**config.mk**
```make
export PLATFORM = sky130hd
export DESIGN_NAME = mcma_seq
export DESIGN_NICKNAME = d
export VERILOG_FILES = /design/src/hw/rtl/mldsa_challenge_mul_add_defines.svh /design/src/hw/rtl/mcma_pkg.sv /design/src/hw/rtl/mcma_seq.sv
export SDC_FILE = /design/constraint.sdc
export NUM_CORES = 1
export LEC_CHECK = 0
export BUFFER_PORTS_ARGS = -buffer_cell sky130_fd_sc_hd__buf_2
export CORE_AREA = 2 2 108 110
export DETAILED_ROUTE_END_ITERATION = 6
export DIE_AREA = 0 0 110 112
export PLACE_DENSITY_LB_ADDON = 0.3
export SKIP_CTS_REPAIR_TIMING = 1
export SYNTH_ARGS = -nofsm -noshare
export SYNTH_HDL_FRONTEND = slang
export SYNTH_SLANG_ARGS = --single-unit
```
**constraint.sdc**
```tcl
create_clock -name clk_i -period 1.95 [get_ports clk_i]
set_input_delay 0.39 -clock clk_i [delete_from_list [all_inputs] [get_ports clk_i]]
set_output_delay 0.39 -clock clk_i [all_outputs]
set_load 0.02 [all_outputs]
```
**src/hw/rtl/mldsa_challenge_mul_add_defines.svh**
```systemverilog
// Assertion macros shared by the challenge multiply-accumulate RTL.
`ifndef MLDSA_CHALLENGE_MUL_ADD_DEFINES_SVH
`define MLDSA_CHALLENGE_MUL_ADD_DEFINES_SVH

`ifndef SYNTHESIS
`define MCMA_ASSERT_IMP(name, clk, rstn, ante, cons) \
  name: assert property (@(posedge clk) disable iff (!rstn) (ante) |-> (cons)) \
    else $error("same-cycle check failed");
`define MCMA_ASSERT_NXT(name, clk, rstn, ante, cons) \
  name: assert property (@(posedge clk) disable iff (!rstn) (ante) |=> (cons)) \
    else $error("next-cycle check failed");
`else
`define MCMA_ASSERT_IMP(name, clk, rstn, ante, cons)
`define MCMA_ASSERT_NXT(name, clk, rstn, ante, cons)
`endif

`endif

```
**src/hw/rtl/mcma_pkg.sv**
```systemverilog
// Shared types and constants of the challenge multiply-accumulate block.
package mcma_pkg;

  localparam int unsigned REQ_W       = 2;
  localparam int unsigned CIDX_W      = 8;
  localparam int unsigned COEFF_W     = 32;
  localparam int unsigned POLY_W      = 3;
  localparam int unsigned CH_W        = 2;
  localparam int unsigned S_TDATA_W   = 48;
  localparam int unsigned M_TDATA_W   = 32;
  localparam int unsigned APB_DATA_W  = 32;
  localparam int unsigned PADDR_W     = 3;

  localparam logic [POLY_W-1:0] POLY_COUNT_RST = 3'd4;
  // word index of the poly_count register
  localparam logic [PADDR_W-3:0] REG_POLY_COUNT = 1'b0;

  // stored challenge codes, two's complement
  localparam logic [CH_W-1:0] CH_ZERO = 2'b00;
  localparam logic [CH_W-1:0] CH_POS  = 2'b01;
  localparam logic [CH_W-1:0] CH_NEG  = 2'b11;

  typedef enum logic [REQ_W-1:0] {
    REQ_LOAD  = 2'd0,
    REQ_ACCUM = 2'd1,
    REQ_EMIT  = 2'd2,
    REQ_CLEAR = 2'd3
  } req_e;

  typedef enum logic [2:0] {
    MAC_IDLE  = 3'd0,
    MAC_LOAD  = 3'd1,
    MAC_ACCUM = 3'd2,
    MAC_EMIT  = 3'd3,
    MAC_CLEAR = 3'd4
  } mac_op_e;

  typedef struct packed {
    mac_op_e op;
    logic    wrap;     // position wrapped past the ring degree: negate term
    logic    emit_wr;  // emit clears the accumulator entry
  } mac_ctrl_t;

endpackage

```
**src/hw/rtl/mcma_seq.sv**
```systemverilog
// Sequencer: input handshake, per-request step control and result register.
module mcma_seq #(
  parameter int unsigned RING_DEGREE = 256,
  parameter int unsigned MAX_POLYS   = 7
) (
  input  logic                                  clk_i,
  input  logic                                  rst_ni,
  input  logic                                  s_valid_i,
  output logic                                  s_ready_o,
  input  logic [mcma_pkg::REQ_W-1:0]            s_req_i,
  input  logic [mcma_pkg::CIDX_W-1:0]           s_coeff_index_i,
  input  logic signed [mcma_pkg::COEFF_W-1:0]   s_coeff_value_i,
  input  logic [mcma_pkg::POLY_W-1:0]           s_poly_index_i,
  input  logic [mcma_pkg::POLY_W-1:0]           poly_count_i,
  output logic                                  m_valid_o,
  input  logic                                  m_ready_i,
  output logic signed [mcma_pkg::COEFF_W-1:0]   m_z_coeff_o,
  output logic                                  m_status_o,
  output mcma_pkg::mac_ctrl_t                   mac_ctrl_o,
  output logic [$clog2(RING_DEGREE)-1:0]        mac_addr_o,
  output logic [$clog2(RING_DEGREE)-1:0]        mac_ch_addr_o,
  output logic [mcma_pkg::CH_W-1:0]             mac_ch_wdata_o,
  output logic [mcma_pkg::COEFF_W-1:0]          mac_operand_o,
  input  logic [mcma_pkg::COEFF_W-1:0]          mac_sum_i
);
  import mcma_pkg::*;

  localparam int unsigned IDX_W     = $clog2(RING_DEGREE);
  localparam int unsigned TBL_DEPTH = 2 ** CIDX_W;
  localparam logic [IDX_W-1:0] LAST_IDX = IDX_W'(RING_DEGREE - 1);

  typedef logic [IDX_W-1:0] pos_tbl_t [TBL_DEPTH];

  // coefficient index reduced by the ring degree, built at elaboration
  function automatic pos_tbl_t build_pos_tbl();
    pos_tbl_t tbl;
    for (int k = 0; k < TBL_DEPTH; k++) begin
      tbl[k] = IDX_W'(k % RING_DEGREE);
    end
    return tbl;
  endfunction

  localparam pos_tbl_t POS_TBL = build_pos_tbl();

  typedef enum logic [2:0] {
    ST_CLEAR,
    ST_IDLE,
    ST_ACC,
    ST_EMIT_RD,
    ST_EMIT_WB,
    ST_DONE
  } state_e;

  state_e             state_q, state_d;
  logic [IDX_W-1:0]   cnt_q, cnt_d;
  logic [IDX_W-1:0]   pos_q, pos_d;
  logic               wrap_q, wrap_d;
  logic               use_q, use_d;
  logic               clr_req_q, clr_req_d;
  logic               bad_q, bad_d;
  logic [COEFF_W-1:0] val_q, val_d;
  logic [COEFF_W-1:0] res_z_q, res_z_d;
  logic               out_valid_q, out_valid_d;
  logic [COEFF_W-1:0] out_z_q, out_z_d;
  logic               out_status_q, out_status_d;

  logic               accept;
  logic               out_load;
  logic [IDX_W-1:0]   in_pos;
  logic [CH_W-1:0]    ch_code;
  logic               ch_bad;
  logic               poly_in_use;

  assign accept      = s_valid_i && (state_q == ST_IDLE);
  assign in_pos      = POS_TBL[s_coeff_index_i];
  assign poly_in_use = (s_poly_index_i < poly_count_i) &&
                       (32'(s_poly_index_i) < MAX_POLYS);
  assign out_load    = (state_q == ST_DONE) && (!out_valid_q || m_ready_i);

  always_comb begin
    ch_code = CH_ZERO;
    ch_bad  = 1'b0;
    if (s_coeff_value_i == COEFF_W'(0)) begin
      ch_code = CH_ZERO;
    end else if (s_coeff_value_i == COEFF_W'(1)) begin
      ch_code = CH_POS;
    end else if (s_coeff_value_i == {COEFF_W{1'b1}}) begin
      ch_code = CH_NEG;
    end else begin
      ch_bad = 1'b1;
    end
  end

  // memory control
  always_comb begin
    mac_ctrl_o.op      = MAC_IDLE;
    mac_ctrl_o.wrap    = wrap_q;
    mac_ctrl_o.emit_wr = use_q;
    mac_addr_o         = pos_q;
    mac_ch_addr_o      = cnt_q;
    mac_ch_wdata_o     = ch_code;
    mac_operand_o      = val_q;
    case (state_q)
      ST_CLEAR: begin
        mac_ctrl_o.op = MAC_CLEAR;
        mac_addr_o    = cnt_q;
      end
      ST_IDLE: begin
        if (accept && req_e'(s_req_i) == REQ_LOAD) begin
          mac_ctrl_o.op = MAC_LOAD;
          mac_addr_o    = in_pos;
        end
      end
      ST_ACC:     mac_ctrl_o.op = MAC_ACCUM;
      ST_EMIT_RD: mac_ctrl_o.op = MAC_EMIT;
      default:    mac_ctrl_o.op = MAC_IDLE;
    endcase
  end

  always_comb begin
    state_d   = state_q;
    cnt_d     = cnt_q;
    pos_d     = pos_q;
    wrap_d    = wrap_q;
    use_d     = use_q;
    clr_req_d = clr_req_q;
    bad_d     = bad_q;
    val_d     = val_q;
    res_z_d   = res_z_q;
    case (state_q)
      ST_CLEAR: begin
        cnt_d = cnt_q + 1'b1;
        if (cnt_q == LAST_IDX) begin
          cnt_d     = '0;
          clr_req_d = 1'b0;
          res_z_d   = '0;
          state_d   = clr_req_q ? ST_DONE : ST_IDLE;
        end
      end
      ST_IDLE: begin
        if (accept) begin
          case (req_e'(s_req_i))
            REQ_LOAD: begin
              bad_d   = bad_q | ch_bad;
              res_z_d = '0;
              state_d = ST_DONE;
            end
            REQ_ACCUM: begin
              pos_d   = in_pos;
              wrap_d  = 1'b0;
              cnt_d   = '0;
              val_d   = s_coeff_value_i;
              state_d = ST_ACC;
            end
            REQ_EMIT: begin
              pos_d   = in_pos;
              wrap_d  = 1'b0;
              use_d   = poly_in_use;
              val_d   = s_coeff_value_i;
              state_d = ST_EMIT_RD;
            end
            REQ_CLEAR: begin
              cnt_d     = '0;
              clr_req_d = 1'b1;
              bad_d     = 1'b0;
              state_d   = ST_CLEAR;
            end
            default: state_d = ST_IDLE;
          endcase
        end
      end
      ST_ACC: begin
        cnt_d = cnt_q + 1'b1;
        // walk the rotated positions, flag the wrap past the top entry
        if (pos_q == LAST_IDX) begin
          pos_d  = '0;
          wrap_d = 1'b1;
        end else begin
          pos_d = pos_q + 1'b1;
        end
        if (cnt_q == LAST_IDX) begin
          cnt_d   = '0;
          res_z_d = '0;
          state_d = ST_DONE;
        end
      end
      ST_EMIT_RD: state_d = ST_EMIT_WB;
      ST_EMIT_WB: begin
        res_z_d = use_q ? mac_sum_i : '0;
        state_d = ST_DONE;
      end
      ST_DONE: begin
        if (out_load) begin
          state_d = ST_IDLE;
        end
      end
      default: state_d = ST_IDLE;
    endcase
  end

  // output word register: holds until taken
  always_comb begin
    out_valid_d  = out_valid_q && !m_ready_i;
    out_z_d      = out_z_q;
    out_status_d = out_status_q;
    if (out_load) begin
      out_valid_d  = 1'b1;
      out_z_d      = res_z_q;
      out_status_d = bad_q;
    end
  end

  always_ff @(posedge clk_i or negedge rst_ni) begin
    if (!rst_ni) begin
      state_q      <= ST_CLEAR;
      cnt_q        <= '0;
      pos_q        <= '0;
      wrap_q       <= 1'b0;
      use_q        <= 1'b0;
      clr_req_q    <= 1'b0;
      bad_q        <= 1'b0;
      val_q        <= '0;
      res_z_q      <= '0;
      out_valid_q  <= 1'b0;
      out_z_q      <= '0;
      out_status_q <= 1'b0;
    end else begin
      state_q      <= state_d;
      cnt_q        <= cnt_d;
      pos_q        <= pos_d;
      wrap_q       <= wrap_d;
      use_q        <= use_d;
      clr_req_q    <= clr_req_d;
      bad_q        <= bad_d;
      val_q        <= val_d;
      res_z_q      <= res_z_d;
      out_valid_q  <= out_valid_d;
      out_z_q      <= out_z_d;
      out_status_q <= out_status_d;
    end
  end

  assign s_ready_o   = (state_q == ST_IDLE);
  assign m_valid_o   = out_valid_q;
  assign m_z_coeff_o = out_z_q;
  assign m_status_o  = out_status_q;

endmodule

```
# After elaboration in Yosys (flattened, before gate mapping)
# Memories as Yosys holds them, arrays and structs flattened.
# Cells that the tools add are included.
# word_totals
register_bits	121
mem_bits_ro	2048
in_bits	84
output_inout_bits	90
mem_count	1
# classes
add_sub_neg	2
n_lt_le_gt_ge	3
n_eq_ne	22
n_mux	42
bitwise	2
n_reduce_logical	28
# mem_list
name	depth	width	read_ports	rd_ports_with_merged_regs	wr	line	source
(no name shown)	256	8	1	0	0	mcma_seq.sv:75	assign in_pos = POS_TBL[s_coeff_index_i];
# op_table
cell	n
32-bit two-way mux	4
32-bit case mux with 3 select lines	1
8-bit two-way mux	9
8-bit case mux with 2 select lines	3
32-bit by 2-bit equality test with 1-bit output (second input constant)	1
32-bit equality test (second input constant)	1
32-bit logical NOT	1
3-bit case mux with 4 select lines	2
3-bit case mux with 6 select lines	1
8-bit by 1-bit adder with 8-bit output (second input constant)	2
8-bit equality test (second input constant)	2
4-bit AND reduction	4
3-bit two-way mux	5
3-bit AND reduction	5
2-bit != test (second input constant)	6
1-bit two-way mux	11
9-bit greater-or-equal comparator (second input constant)	1
8-bit inverter with 9-bit output	1
2-bit by 1-bit != test with 1-bit output (second input constant)	4
2-bit nonzero test	4
3-bit by 2-bit equality test with 1-bit output (second input constant)	2
3-bit equality test (second input constant)	2
2-bit two-way mux	3
1-bit case mux with 2 select lines	3
13 further kinds	21

# Depth between registers and ports, before layout
# logic_depth
depth_word	7
mapped_depth	8
mapped_depth_nobuf	7

# Least setup slack after synthesis
# No wires, ideal clock.
# synth_timing
path_kind	in2out
start	input s_coeff_value_i[23] (netlist bit)
end	output mac_ch_wdata_o[0] (netlist bit)
arrival_ps	1688
required_ps	1560
setup_slack_ps	-128
cell_stages	4
path_buffers	0
cell_sequence	or4_1 nor4_1 nand4_1 o21ai_0
# synth_via
elab_chain_cells	4
# synth_lines
element	line	source
start: declaration	mcma_seq.sv:12	input logic signed [mcma_pkg::COEFF_W-1:0] s_coeff_value_i,
32-bit equality test	mcma_seq.sv:87	end else if (s_coeff_value_i == {COEFF_W{1'b1}}) begin
2-bit two-way mux	mcma_seq.sv:87	
2-bit two-way mux	mcma_seq.sv:85	end else if (s_coeff_value_i == COEFF_W'(1)) begin
2-bit two-way mux *	mcma_seq.sv:83	if (s_coeff_value_i == COEFF_W'(0)) begin
end: declaration	mcma_seq.sv:22	output logic [mcma_pkg::CH_W-1:0] mac_ch_wdata_o,
# Every way passes the cells marked *; elsewhere a longest branch is shown, timed or not.

# Final worst setup path
# layout_timing
start	register state_q[2]
end	output mac_addr_o[4]
# layout_via
elab_chain_cells	5
# layout_lines
element	line	source
start: declaration	mcma_seq.sv:54	state_e state_q, state_d;
start signal: assignment	mcma_seq.sv:228	state_q <= state_d;
3-bit by 1-bit equality test with 1-bit output	mcma_seq.sv:74, mcma_seq.sv:103	
1-bit logical AND	mcma_seq.sv:74	assign accept = s_valid_i && (state_q == ST_IDLE);
1-bit logical AND	mcma_seq.sv:109	if (accept && req_e'(s_req_i) == REQ_LOAD) begin
8-bit two-way mux	mcma_seq.sv:109	
8-bit case mux with 2 select lines *	mcma_seq.sv:103	case (state_q)
end: declaration	mcma_seq.sv:20	output logic [$clog2(RING_DEGREE)-1:0] mac_addr_o,
# Marks and branches as above.

==> flow_metrics.env <==
export IMPL_die_h_um=112
export IMPL_cp_num_buf_inv=2
export IMPL_status="complete, but fails checks"
export IMPL_worstSetupPathType="reg -> out"
export IMPL_synth_top_cells_by_area="dfrtp_1 (55%), mux2_4 (7.1%), a22o_1 (5.6%), mux2_1 (4.3%), mux2_2 (3.5%)"
export IMPL_yosysTopAreaCell="dfrtp_1"
export IMPL_gp_congestion=0.8956
export IMPL_violations="setup timing"
export IMPL_routed_wl_um=13560
export IMPL_crit_chain="nand2b_4 > nor2b_4 > and3_4 > a222oi_1 > inv_1 > buf_6"
export IMPL_rsz0062_at_grt="true"
export IMPL_worst_ep_required_time_ps=1560
export IMPL_rows=39
export IMPL_die_x_um=110
export IMPL_synth_fp_nets=527
export IMPL_grt_max_degree=64
export IMPL_clockBufferDepth=2
export IMPL_yosysTopAreaCellShare_pct=54.89
export IMPL_seq_area_um2=3032
export IMPL_clock_skew_ps=8.936
export IMPL_vias=4371
export IMPL_yosys_register_bits=121
export IMPL_via_per_inst=5.464
export IMPL_slowest_delay_ps=400
export IMPL_tightest_slew_ps=435.6
export IMPL_max_cap_violations=0
export IMPL_hold_violations=0
export IMPL_syn_cell_area_um2=5517
export IMPL_grt_ovfl_total=0
export IMPL_cellLeakagePower_nw=3.900
export IMPL_post_synth_cell_area_avg_um2=12.71
export IMPL_power_per_cell_area_nw_per_um2=1715
export IMPL_drive_gt1_share_pct=46.73
export IMPL_synthArstFlopShare_pct=100.0
export IMPL_grt_use_met3_pct=7.845
export IMPL_crit_arrival_ps=1790
export IMPL_port_buffers=173
export IMPL_clk_latency_ps=410
export IMPL_setup_viol=10
export IMPL_drt_initial_drc_count=332
export IMPL_first_global_vias=4453
export IMPL_cts_root_buf="clkbuf_16"
export IMPL_critPathMaxFanout=8
export IMPL_cpLargestDelayFamily="flip-flops"
export IMPL_ant_nets=0
export IMPL_cts_buffers=17
export IMPL_synth_ff_type="dfrtp_1"
export IMPL_final_nets=738
export IMPL_syn2layout_area_growth_pct=34.34
export IMPL_gr_usage_met1_pct=28.63
export IMPL_maxSlewViolCount=0
export IMPL_cp_end_kind="output pin"
export IMPL_wl_per_cell_um=16.94
export IMPL_dpl_worst_slack_ps=-106.3
export IMPL_diodes=0
export IMPL_grtUsageMet2_pct=35.05
export IMPL_synth_edff_count=0
export IMPL_finalPower_mw=12.71
export IMPL_gr_max_usage_layer="met2"
export IMPL_firstDrtPassIters=7
export IMPL_hold_class="in -> reg"
export IMPL_fin_ws_ps=-231.0
export IMPL_htreeDepth=4
export IMPL_grtUsageTotal_pct=22.60
export IMPL_cts_tree="yes"
export IMPL_multi_input_comb_area_um2=2271
export IMPL_dpl_hpwl_um=9584
export IMPL_die_area_um2=12320
export IMPL_grt_pass1_wl_um=21500
export IMPL_fin_crit_ps=2181
export IMPL_floorplan_initialDensity_pct=49.37
export IMPL_n_fill_cell=892
export IMPL_synthCells=434
export IMPL_relSlewSlack_pct=70.93
export IMPL_fmax_ghz=0.4585
export IMPL_clk_pin_slew_ps=50
export IMPL_yosys_cell_types_count=51
export IMPL_drc=0
export IMPL_core_um2=11170
export IMPL_fin_area_um2=7411
export IMPL_start_kind="flip-flop"
export IMPL_io_pins=174
export IMPL_fin_crit_sh_pct=111.8
export IMPL_antenna_found_initial=0
export IMPL_place_area_um2=6728
export IMPL_peakVddDrop_mv=0.9140
export IMPL_final_core_util_pct=66.32
export IMPL_clock_sinks=121
export IMPL_synth_warnings=0
export IMPL_cp_slowest_cell="dfrtp_2"
export IMPL_yosysSeqAreaShare_pct=54.89
-- sequential cells by signal, indices dropped and copies added, names as in the netlist --
name,count
m_valid_o,1
mac_operand_o,32
mac_ch_addr_o,8
m_status_o,1
m_z_coeff_o,32
pos_q,8
bad_q,1
wrap_q,1
use_q,1
clr_req_q,1
res_z_q,32
state_q,3
-- report_power, final --
part	leakage (nW)	internal (mW)	switching, mW
combinational	2.05	2.40	3.07
clock	0.279	1.96	1.06
sequential	1.57	3.53	0.683
total	3.90	7.89	4.81
-- worst paths after layout --
kind	cells past startpoint	slack [ps]	start	to
max in group asynchronous	3	1050	rst_ni	state_q[0]
worst min-delay path	2	200	mac_sum_i[28]	res_z_q[28]
worst min register to register	1	480	m_z_coeff_o[17]	m_z_coeff_o[17]
worst max register to register	7	230	mac_ch_addr_o[0]	res_z_q[18]
min in group asynchronous	2	340	rst_ni	res_z_q[17]
worst max-delay path	6	-230	state_q[2]	mac_addr_o[4]
-- cells in the mapped netlist (all sizes together) (5+ instances only) --
master	n
nand2	27
inv	19
a222oi	8
nor4	10
and3	5
ha	9
a22o	35
nor2	18
a21oi	16
nor2b	5
mux2	64
buf	21
nand4	10
nand3	13
a31oi	5
o21ai	22
dfrtp	121
-- cell families after synthesis --
logic type,count (synthesis),synth area share [%]
compound gates,98,13.29
xor+xnor,2,0.3176
fa+ha+maj,9,2.041
buf+inv,41,4.695
flops,121,54.89
mux,64,14.83
simple gates,99,9.934
-- placed cells by master, fill, tap and decap left out, drive strengths merged, types with 3 or more instances in the layout --
master,netlist,final
nor2b,5,5
inv,19,19
a21oi,16,16
nand4,10,10
clkbuf,1,23
nand2b,3,3
nand3,13,13
nor4,10,10
and3,5,5
buf,21,213
ha,9,9
a31oi,5,5
dfrtp,121,121
nor2,18,18
a222oi,8,8
o21ai,22,22
nand2,27,27
a22o,35,35
clkinv,0,4
mux2,64,64
-- per-stage QoR --
| stage | std cells | setup TNS [ps] | hold slack, ps |
|---|---|---|---|
| floorplan | 434 | 0 | 94.41 |
| global placement | 763 | -667.7 | 212.5 |
| detailed placement | 763 | -2862 | 212.6 |
| CTS | 794 | -3161 | -224.5 |
| global route | 800 | -2969 | 184.8 |
| finish | 800 | -1954 | 197.6 |
-- layer usage --
layer | vias up | routed length, um
met5 | - | 0
met4 | 0 | 313
met3 | 31 | 991
met2 | 186 | 6514
met1 | 2129 | 5735
li1 | 2025 | -
-- final cells by class --
| cell class | instances | area share [%] |
|---|---|---|
| Tap cell | 143 | 2.414 |
| Timing Repair Buffer | 214 | 17.34 |
| Clock inverter | 8 | 1.283 |
| Inverter | 19 | 0.9623 |
| Clock buffer | 23 | 6.449 |
| Sequential cell | 121 | 40.91 |
| Multi-Input combinational cell | 272 | 30.64 |
Note: power is estimated with default switching activity, not from simulation.
